--- config.mk ---
export PLATFORM = sky130hd
export DESIGN_NAME = rgb_block_to_yuv420_flat
export DESIGN_NICKNAME = d
export VERILOG_FILES = /design/src/rtl/rgb2yuv_pkg.sv /design/src/rtl/rgb2yuv_rgb_if.sv /design/src/rtl/rgb2yuv_yuv_if.sv /design/src/rtl/rgb_block_to_yuv420.sv /design/src/flat_wrapper.sv
export SDC_FILE = /design/constraint.sdc
export NUM_CORES = 2
export LEC_CHECK = 0
export BUFFER_PORTS_ARGS = -buffer_cell sky130_fd_sc_hd__buf_4
export CAP_MARGIN = 10
export CORE_UTILIZATION = 60
export CTS_BUF_LIST = sky130_fd_sc_hd__clkbuf_8
export DETAILED_ROUTE_END_ITERATION = 10
export PLACE_DENSITY_LB_ADDON = 0.3
export SYNTH_ARGS = -nofsm -noshare
export SYNTH_HDL_FRONTEND = slang
export SYNTH_SLANG_ARGS = --single-unit
--- constraint.sdc ---
create_clock -name clk -period 7.2 [get_ports clk]
set_clock_uncertainty 0.1 [all_clocks]
set_input_delay 1.44 -clock clk [delete_from_list [all_inputs] [get_ports clk]]
set_output_delay 1.44 -clock clk [all_outputs]
set_load 0.02 [all_outputs]
--- src/rtl/rgb2yuv_pkg.sv ---
// shared word types for the rgb block to yuv 4:2:0 converter
package rgb2yuv_pkg;

    localparam int SAMPLE_W = 8;

    typedef logic [SAMPLE_W-1:0] sample_t;

    // one 2x2 block of rgb pixels
    typedef struct packed {
        sample_t red_top_left;
        sample_t green_top_left;
        sample_t blue_top_left;
        sample_t red_top_right;
        sample_t green_top_right;
        sample_t blue_top_right;
        sample_t red_bottom_left;
        sample_t green_bottom_left;
        sample_t blue_bottom_left;
        sample_t red_bottom_right;
        sample_t green_bottom_right;
        sample_t blue_bottom_right;
    } rgb_block_t;

    // four luma samples and the shared chroma pair
    typedef struct packed {
        sample_t luma_top_left;
        sample_t luma_top_right;
        sample_t luma_bottom_left;
        sample_t luma_bottom_right;
        sample_t chroma_blue;
        sample_t chroma_red;
    } yuv_block_t;

endpackage

--- src/rtl/rgb2yuv_rgb_if.sv ---
// valid/ready channel carrying one rgb block word
interface rgb2yuv_rgb_if
    import rgb2yuv_pkg::*;
();
    logic       valid;
    logic       ready;
    rgb_block_t data;

    modport source (output valid, output data, input ready);
    modport sink (input valid, input data, output ready);
endinterface

--- src/rtl/rgb2yuv_yuv_if.sv ---
// valid/ready channel carrying one yuv 4:2:0 block word
interface rgb2yuv_yuv_if
    import rgb2yuv_pkg::*;
();
    logic       valid;
    logic       ready;
    yuv_block_t data;

    modport source (output valid, output data, input ready);
    modport sink (input valid, input data, output ready);
endinterface

--- src/rtl/rgb_block_to_yuv420.sv ---
// 2x2 rgb block to yuv 4:2:0 converter, four-stage pipeline
//
//  channel | direction | word
//  --------+-----------+---------------------------------------------
//  rgb     | in        | rgb_block_t: twelve 8-bit colour samples
//  yuv     | out       | yuv_block_t: four luma, chroma blue and red
//
// one block per cycle sustained while yuv.ready stays high
// stages: luma sums, luma clamp and chroma difference sums, chroma
// coefficient multiply, offset add and clamp into the output register
// each stage moves on when empty or when the stage after it moves, so
// bubbles close up under a stall; rst_n clears only the valid bits
module rgb_block_to_yuv420
    import rgb2yuv_pkg::*;
#(
    parameter int FRACTION_BITS = 16
)(
    input  logic           clk,
    input  logic           rst_n,
    rgb2yuv_rgb_if.sink    rgb,
    rgb2yuv_yuv_if.source  yuv
);

    localparam int F  = FRACTION_BITS;
    localparam int YW = F + 9;          // unsigned luma, F fractional bits
    localparam int DW = F + 10;         // signed per-pixel colour minus luma
    localparam int SW = F + 12;         // signed sum over the block
    localparam int PW = 2 * F + 13;     // signed chroma, 2F fractional bits
    localparam int CF = 2 * F + 2;      // fractional bits of the block average

    // rounded coefficients
    localparam longint COEF_R = ((longint'(299) << F) + 64'sd500) / 64'sd1000;
    localparam longint COEF_G = ((longint'(587) << F) + 64'sd500) / 64'sd1000;
    localparam longint COEF_B = ((longint'(114) << F) + 64'sd500) / 64'sd1000;
    localparam longint COEF_C = ((longint'(492) << F) + 64'sd500) / 64'sd1000;

    localparam logic [YW-1:0]        LUMA_R   = YW'(COEF_R);
    localparam logic [YW-1:0]        LUMA_G   = YW'(COEF_G);
    localparam logic [YW-1:0]        LUMA_B   = YW'(COEF_B);
    localparam logic signed [PW-1:0] CHROMA_C = PW'(COEF_C);
    localparam logic signed [PW-1:0] OFFSET   = PW'(128) <<< CF;

    localparam logic [SAMPLE_W-1:0]  SAMPLE_MAX = '1;

    // stage enables
    logic en1, en2, en3, en4;
    logic v1_reg, v2_reg, v3_reg, v4_reg;

    assign en4 = !v4_reg || yuv.ready;
    assign en3 = !v3_reg || en4;
    assign en2 = !v2_reg || en3;
    assign en1 = !v1_reg || en2;
    assign rgb.ready = en1;

    // valid bits
    always_ff @(posedge clk or negedge rst_n)
    begin
        if (!rst_n)
        begin
            v1_reg <= 1'b0;
            v2_reg <= 1'b0;
            v3_reg <= 1'b0;
            v4_reg <= 1'b0;
        end
        else
        begin
            if (en1)
                v1_reg <= rgb.valid;
            if (en2)
                v2_reg <= v1_reg;
            if (en3)
                v3_reg <= v2_reg;
            if (en4)
                v4_reg <= v3_reg;
        end
    end

    // unpack the block by pixel
    sample_t red [4];
    sample_t green [4];
    sample_t blue [4];

    always_comb
    begin
        red[0]   = rgb.data.red_top_left;
        green[0] = rgb.data.green_top_left;
        blue[0]  = rgb.data.blue_top_left;
        red[1]   = rgb.data.red_top_right;
        green[1] = rgb.data.green_top_right;
        blue[1]  = rgb.data.blue_top_right;
        red[2]   = rgb.data.red_bottom_left;
        green[2] = rgb.data.green_bottom_left;
        blue[2]  = rgb.data.blue_bottom_left;
        red[3]   = rgb.data.red_bottom_right;
        green[3] = rgb.data.green_bottom_right;
        blue[3]  = rgb.data.blue_bottom_right;
    end

    // stage 1: per-pixel luma
    logic [YW-1:0] y_next [4];
    logic [YW-1:0] y_reg [4];
    sample_t       r1_reg [4];
    sample_t       b1_reg [4];

    always_comb
    begin
        for (int p = 0; p < 4; p++)
        begin
            y_next[p] = LUMA_R * YW'(red[p]) + LUMA_G * YW'(green[p])
                      + LUMA_B * YW'(blue[p]);
        end
    end

    always_ff @(posedge clk)
    begin
        if (en1)
        begin
            for (int p = 0; p < 4; p++)
            begin
                y_reg[p]  <= y_next[p];
                r1_reg[p] <= red[p];
                b1_reg[p] <= blue[p];
            end
        end
    end

    // stage 2: clamp luma, sum colour minus luma over the block
    sample_t                luma_next [4];
    sample_t                luma2_reg [4];
    logic signed [DW-1:0]   du [4];
    logic signed [DW-1:0]   dv [4];
    logic signed [SW-1:0]   du_sum_next, dv_sum_next;
    logic signed [SW-1:0]   du_sum_reg, dv_sum_reg;

    always_comb
    begin
        for (int p = 0; p < 4; p++)
        begin
            luma_next[p] = y_reg[p][F+8] ? SAMPLE_MAX : y_reg[p][F+7:F];
            du[p] = $signed({2'b00, b1_reg[p], F'(0)}) - $signed({1'b0, y_reg[p]});
            dv[p] = $signed({2'b00, r1_reg[p], F'(0)}) - $signed({1'b0, y_reg[p]});
        end
        du_sum_next = (SW'(du[0]) + SW'(du[1])) + (SW'(du[2]) + SW'(du[3]));
        dv_sum_next = (SW'(dv[0]) + SW'(dv[1])) + (SW'(dv[2]) + SW'(dv[3]));
    end

    always_ff @(posedge clk)
    begin
        if (en2)
        begin
            luma2_reg  <= luma_next;
            du_sum_reg <= du_sum_next;
            dv_sum_reg <= dv_sum_next;
        end
    end

    // stage 3: chroma coefficient multiply
    sample_t              luma3_reg [4];
    logic signed [PW-1:0] u_prod_reg, v_prod_reg;

    always_ff @(posedge clk)
    begin
        if (en3)
        begin
            luma3_reg  <= luma2_reg;
            u_prod_reg <= CHROMA_C * PW'(du_sum_reg);
            v_prod_reg <= CHROMA_C * PW'(dv_sum_reg);
        end
    end

    // stage 4: add offset, floor and clamp into the output word
    logic signed [PW-1:0] u_full, v_full;
    sample_t              u_byte, v_byte;
    yuv_block_t           out_next, out_reg;

    function automatic sample_t clamp_chroma(input logic signed [PW-1:0] val);
        sample_t res;
        if (val[PW-1])
            res = '0;
        else if (|val[PW-2:CF+8])
            res = SAMPLE_MAX;
        else
            res = val[CF+7:CF];
        return res;
    endfunction

    always_comb
    begin
        u_full = u_prod_reg + OFFSET;
        v_full = v_prod_reg + OFFSET;
        u_byte = clamp_chroma(u_full);
        v_byte = clamp_chroma(v_full);
        out_next.luma_top_left     = luma3_reg[0];
        out_next.luma_top_right    = luma3_reg[1];
        out_next.luma_bottom_left  = luma3_reg[2];
        out_next.luma_bottom_right = luma3_reg[3];
        out_next.chroma_blue       = u_byte;
        out_next.chroma_red        = v_byte;
    end

    always_ff @(posedge clk)
    begin
        if (en4)
            out_reg <= out_next;
    end

    assign yuv.valid = v4_reg;
    assign yuv.data  = out_reg;

`ifndef ASSERT_OFF
    // an accepted word lands in stage 1
    a_accept_to_s1: assert property (@(posedge clk) disable iff (!rst_n)
        rgb.valid && rgb.ready |=> v1_reg)
        else $error("accepted word not held in stage 1");

    // input only stalls when every stage is full
    a_stall_only_full: assert property (@(posedge clk) disable iff (!rst_n)
        !rgb.ready |-> v1_reg && v2_reg && v3_reg && v4_reg)
        else $error("input stalled with a free stage");

    // a stage 3 word blocked downstream stays put
    a_s3_hold: assert property (@(posedge clk) disable iff (!rst_n)
        v3_reg && !en4 |=> v3_reg)
        else $error("stage 3 word lost under stall");

    // a stage 2 word that moves reaches stage 3
    a_s2_moves: assert property (@(posedge clk) disable iff (!rst_n)
        v2_reg && en3 |=> v3_reg)
        else $error("stage 2 word dropped");
`endif

endmodule

--- src/flat_wrapper.sv ---
// flat-port wrapper written by rule: the top's interface ports become plain ports
module rgb_block_to_yuv420_flat import rgb2yuv_pkg::*;
#(
    parameter int FRACTION_BITS = 16
)
  (clk, rst_n, rgb_valid, rgb_data, rgb_ready, yuv_valid, yuv_data, yuv_ready);
  rgb2yuv_rgb_if rgb_i ();
  rgb2yuv_yuv_if yuv_i ();
  input  logic clk;
  input  logic rst_n;
  input wire logic [$bits(rgb_i.valid)-1:0] rgb_valid;
  input wire logic [$bits(rgb_i.data)-1:0] rgb_data;
  output wire logic [$bits(rgb_i.ready)-1:0] rgb_ready;
  output wire logic [$bits(yuv_i.valid)-1:0] yuv_valid;
  output wire logic [$bits(yuv_i.data)-1:0] yuv_data;
  input wire logic [$bits(yuv_i.ready)-1:0] yuv_ready;
  assign rgb_i.valid = rgb_valid;
  assign rgb_i.data = rgb_data;
  assign rgb_ready = rgb_i.ready;
  assign yuv_valid = yuv_i.valid;
  assign yuv_data = yuv_i.data;
  assign yuv_i.ready = yuv_ready;
  rgb_block_to_yuv420 #(.FRACTION_BITS(FRACTION_BITS)) u_core (.clk(clk), .rst_n(rst_n), .rgb(rgb_i), .yuv(yuv_i));
endmodule
[Word-level counts from Yosys, hierarchy flattened]
Memory sizes are Yosys's and may differ from the RTL's.
Cells that the tools add are included.
W data, S select, Z words.
Word-level totals
  flip-flop bits (word level): 258
  latch bits: 0
  bits in writable memories: 164
  ROM bits: 0
  input port bits: 100
  output and inout port bits: 50
  word-level logic and storage cells: 77
  memories kept: 3
Cells by class
  $add $sub $neg: 24
  multipliers: 14
  div/mod/pow operators: 0
  $lt $le $gt $ge: 0
  equal/unequal tests: 0
  shift operators: 0
  mux-type cells: 4
  bitwise gates (word level): 0
  reductions and logical operators: 10
Memory list
  u_core.y_reg: depth 4, width 25, rd ports 4, clocked after memory_dff 0, wr ports 4, RTL line rgb_block_to_yuv420.sv:101  | logic [YW-1:0] y_reg [4];
  u_core.b1_reg: depth 4, width 8, rd ports 4, clocked after memory_dff 0, wr ports 4, RTL line rgb_block_to_yuv420.sv:103  | sample_t b1_reg [4];
  u_core.r1_reg: depth 4, width 8, rd ports 4, clocked after memory_dff 0, wr ports 4, RTL line rgb_block_to_yuv420.sv:102  | sample_t r1_reg [4];
Operators by type and width (count)
  $sub A24 B25 Y26: 8
  $mul A15 B8 Y23 const A: 8
  $add A26 B26 Y27: 4
  $add A23 B24 Y25: 4
  $add A25 B21 Y25: 4
  $add A45 B43 Y45 const B: 2
  $mul A13 B8 Y21 const A: 4
  $mul A14 B28 Y42 const A: 2
  $add A28 B28 Y28: 2
  $mux W8: 2
  $logic_not A1 Y1: 4
  $logic_or A1 B1 Y1: 4
  $reduce_or A2 Y1: 2
  $mux W1: 2

[Depth between registers and ports, before layout]
  depth after elaboration: 7
  mapped depth: 32

[Least setup slack after synthesis]
No wires, ideal clock.
  path kind: input to register
  start point: in yuv_ready
  end point: mem u_core.b1_reg[0][0] in the netlist's numbering (enable)
  setup time: 2168 ps
  data arrival time: 6333 ps
  data required time: 4932 ps
  path slack: -1401 ps
  cell stages on the path: 2
  path buffers: 0
  cells stage by stage: nor2b_1 > nand4_1
RTL lines
  start, declared: RTL line flat_wrapper.sv:16  | input wire logic [$bits(yuv_i.ready)-1:0] yuv_ready;
  end, declared: RTL line rgb_block_to_yuv420.sv:103

==> run summary <==
The flow ran to the end, but the final reports show violations. The final reports fail on setup timing. Starting density of the core: 0.605. The post-layout instance count excluding filler cells was 7461; the maximum operating frequency was 134 MHz. The area occupied by registers is 0.0102 mm², and the arrival time of the worst setup path is 7.78 ns.

Once detail routing completed, the nets flagged for antenna violations numbered 0. The number of clock buffers inserted by TritonCTS is 59, and the synthesized area per cell is 10.4 µm². Deepest clock path buffer count: 3. Leading area contributor after synthesis: sky130_fd_sc_hd__fa_1. The final-report setup violation count is 15. For this design, the slowest cell found on the critical path is sky130_fd_sc_hd__fa_1. The run gives 74 as the largest net degree at the start of global routing. The floorplan step set the die height to 311 µm.

Along the worst path, the maximum fanout reaches 3. The netlist uses 82 different library cells. The max-cap violation count came out at 0.

In this run the tool buffered the top-level ports with 149 buffer cells. The clock slew at the register clock pins of the worst setup and hold paths is 0.07 ns. The tools report the half-perimeter wire length after detailed placement as 123000 µm. The class of the tightest hold or removal check was flip-flop to flip-flop. For the placeable core region, the log shows 0.0949 mm². The tree is rooted in a sky130_fd_sc_hd__clkbuf_8. Clock latency on the worst-skew pair, taken at its later pin, is 0.68 ns. Setup repair after global routing could not meet its margin everywhere. The number of nets handed over by synthesis was 7493. The number of hold-slack violations in the final timing report was 0; the synthesis-to-layout area growth was 14.0%. Number of global-route vias before repair: 43948.

The final cycle utilization of the critical path works out to 1.04. The number of enable-type register cells in the synthesized netlist works out to 336. The proportion of synthesized flip-flops having asynchronous set or reset was 0.0118. The kind of end point of the critical path was a flip-flop. The logs give 0.0574 mm² for the mapped cell area and 7050 for the number of fill cells. The least setup slack across all paths after layout is -0.266 ns. Among all flip-flop cells after synthesis, the most frequent one is sky130_fd_sc_hd__edfxtp_1.

Average vias per placed instance: 5.52. Area share of the leading cell type in the synthesized netlist: 0.291. The final standard cell utilization of the core is 0.690, and the x dimension of the die is 311 µm. The hold path startpoint is u_core.luma3_reg[1]. During synthesis, Yosys emitted a total of 0 warnings. The first global-routing pass estimated 228000 µm of wire. For this block, the via count after detailed routing is 41159. On the critical path the largest part of the delay comes from adder cells. The startpoint class of the critical path was an input pin. After global routing the overflow that remains totals 0.

At the pin with the least slew margin, the transition time is 1.20 ns. In the routed design, unresolved DRC markers number 0. The normalized max-slew margin came out at 0.203. Summing all multi-input logic gate instances after layout gives 0.0433 mm². After detailed placement, the design holds a cell count of 7319. The number of buffers and inverters on the critical path is 5. Final hold analysis gives a worst-case slack of 0.314 ns. The category of the critical setup timing path is input pin to flip-flop. The tools report the number of DRC markers after the initial detailed-route iteration as 2364.

In this run the worst setup path begins at rgb_data[14]. After detailed routing, the total wire length is 144000 µm. For this run, the detailed router's first-pass iteration total came to 6.

After synthesis, the cell types taking the most area are sky130_fd_sc_hd__fa_1, sky130_fd_sc_hd__ha_1, sky130_fd_sc_hd__edfxtp_1. The register with the most flip-flops in the layout has 100 of them. Synthesis produced a netlist whose cell count is 5544.

In this run the critical register-to-register path is launched from u_core.dv_sum_reg[9]. The routed length per placed instance is 19.2 µm. The final number of max-transition violations was 0; the count of boundary I/O pins was 150. The layout net count is 8094.

The routability-driven placement congestion ratio is 0.974, and the total track usage is 0.301. The logs give 0.0969 mm² for the die area and 7.52 ns for the data required time at the worst endpoint. After synthesis the netlist holds a flip-flop and latch count of 340. Counting stages on the worst path, the most repeated cell is sky130_fd_sc_hd__fa_1.

The share of cells above drive strength 1 works out to 0.144. The number of antenna violations at the first check in global routing was 3; the worst slack at placement was -1.19 ns. The logs give 0.177 for the sequential-to-total area share from yosys stat and 340 for the number of clock sinks. In this run, post-CTS hold repair placed 0 buffers. The maximum cell stage delay along the critical path came out at 0.54 ns. TritonCTS built the clock tree.

After floorplanning, the core was divided into 113 placement rows. The run gives 2 as the level count of the clock H-tree. The minimum period implied by the final worst setup slack was 7.47 ns.
==> cell families after synthesis <==
kind of cell | after synthesis | share of synthesized area
mux | 9 | 0.00163
xor+xnor | 372 | 0.0567
fa+ha+maj | 1849 | 0.512
flops | 340 | 0.177
compound gates | 838 | 0.0944
simple gates | 803 | 0.0704
buf+inv | 1333 | 0.0872
==> per-stage QoR <==
step           setup TNS [ns]  cell area, µm²
6_report                -2.08           65500
5_1_grt                 -5.80           65500
4_1_cts                 -1.09           64800
3_5_place_dp           -30.48           63300
3_3_place_gp           -25.54           63300
2_1_floorplan         -216.53           57800
==> Yosys cell counts (all sizes together) (22+ instances only) <==
cell type	n
a211oi	27
a21o	115
a21oi	261
a31oi	41
and3	31
edfxtp	336
fa	836
ha	1013
inv	1313
nand2	174
nand2b	34
nand3	56
nand4	22
nor2	190
nor2b	39
nor3	100
o21a	62
o21ai	146
o21bai	52
or2	54
xnor2	244
xor2	128
==> routing by layer <==
layer / global-route usage / up-vias / routed length (µm)
met4: 0.0968 / 4 / 4960
met2: 0.520 / 1022 / 70800
met3: 0.0323 / 264 / 6930
met1: 0.398 / 20405 / 60800
li1: - / 19464 / -
met5: 0 / - / 33
==> worst paths after layout <==
path,endpoint,slack (ns),depth (start not counted)
max in group asynchronous,u_core.v3_reg,6.45,1
max,u_core.y_reg[3][24],-0.27,27
max reg2reg,u_core.u_prod_reg[43],0.47,19
min,u_core.yuv.data[17],0.31,0
min reg2reg,u_core.yuv.data[17],0.31,0
min in group asynchronous,u_core.v1_reg,0.44,1
==> placed cells by master, fill, tap and decap left out, types with 11 or more instances in the layout <==
cell type,count
sky130_fd_sc_hd__fa_1,824
sky130_fd_sc_hd__xor2_1,125
sky130_fd_sc_hd__inv_1,1299
sky130_fd_sc_hd__buf_4,542
sky130_fd_sc_hd__o21ai_0,119
sky130_fd_sc_hd__nor3_1,96
sky130_fd_sc_hd__a21oi_1,238
sky130_fd_sc_hd__nand2_1,167
sky130_fd_sc_hd__a31oi_1,37
sky130_fd_sc_hd__o21ai_1,17
sky130_fd_sc_hd__a21oi_2,17
sky130_fd_sc_hd__xnor2_1,234
sky130_fd_sc_hd__a21o_1,111
sky130_fd_sc_hd__o21a_1,61
sky130_fd_sc_hd__and2_1,11
sky130_fd_sc_hd__o21bai_1,50
sky130_fd_sc_hd__clkinv_1,12
sky130_fd_sc_hd__and3_1,29
sky130_fd_sc_hd__o211ai_1,19
sky130_fd_sc_hd__ha_1,984
sky130_fd_sc_hd__inv_2,27
sky130_fd_sc_hd__edfxtp_1,336
sky130_fd_sc_hd__clkbuf_8,59
sky130_fd_sc_hd__nand2b_1,33
sky130_fd_sc_hd__ha_4,26
sky130_fd_sc_hd__or2_2,50
sky130_fd_sc_hd__nor4_1,17
sky130_fd_sc_hd__nand4_1,22
sky130_fd_sc_hd__fa_2,12
sky130_fd_sc_hd__nor2b_1,37
sky130_fd_sc_hd__nor2_1,183
sky130_fd_sc_hd__or3_1,21
sky130_fd_sc_hd__a211oi_1,22
sky130_fd_sc_hd__nand3_1,52
sky130_fd_sc_hd__buf_6,14
==> repair_timing <==
| item | in CTS | in global routing |
|---|---|---|
| resized for setup | 33 | 118 |
| pin swaps | 39 | 79 |
| setup endpoints to repair | 20 | 33 |
| setup buffers | 14 | 19 |
==> layout make-up <==
type,instances,area share
multi-input cells,3871,0.661
flip-flops and latches,340,0.156
inverters,1313,0.0753
repair buffers,560,0.0655
well taps,1265,0.0242
clock buffers,59,0.0124
clock inverters,52,0.00604
diodes,1,0.0000382
Power is left out: the tool's default activity adds up to more than one toggle a clock period on the data nets, which glitch-free logic cannot reach.
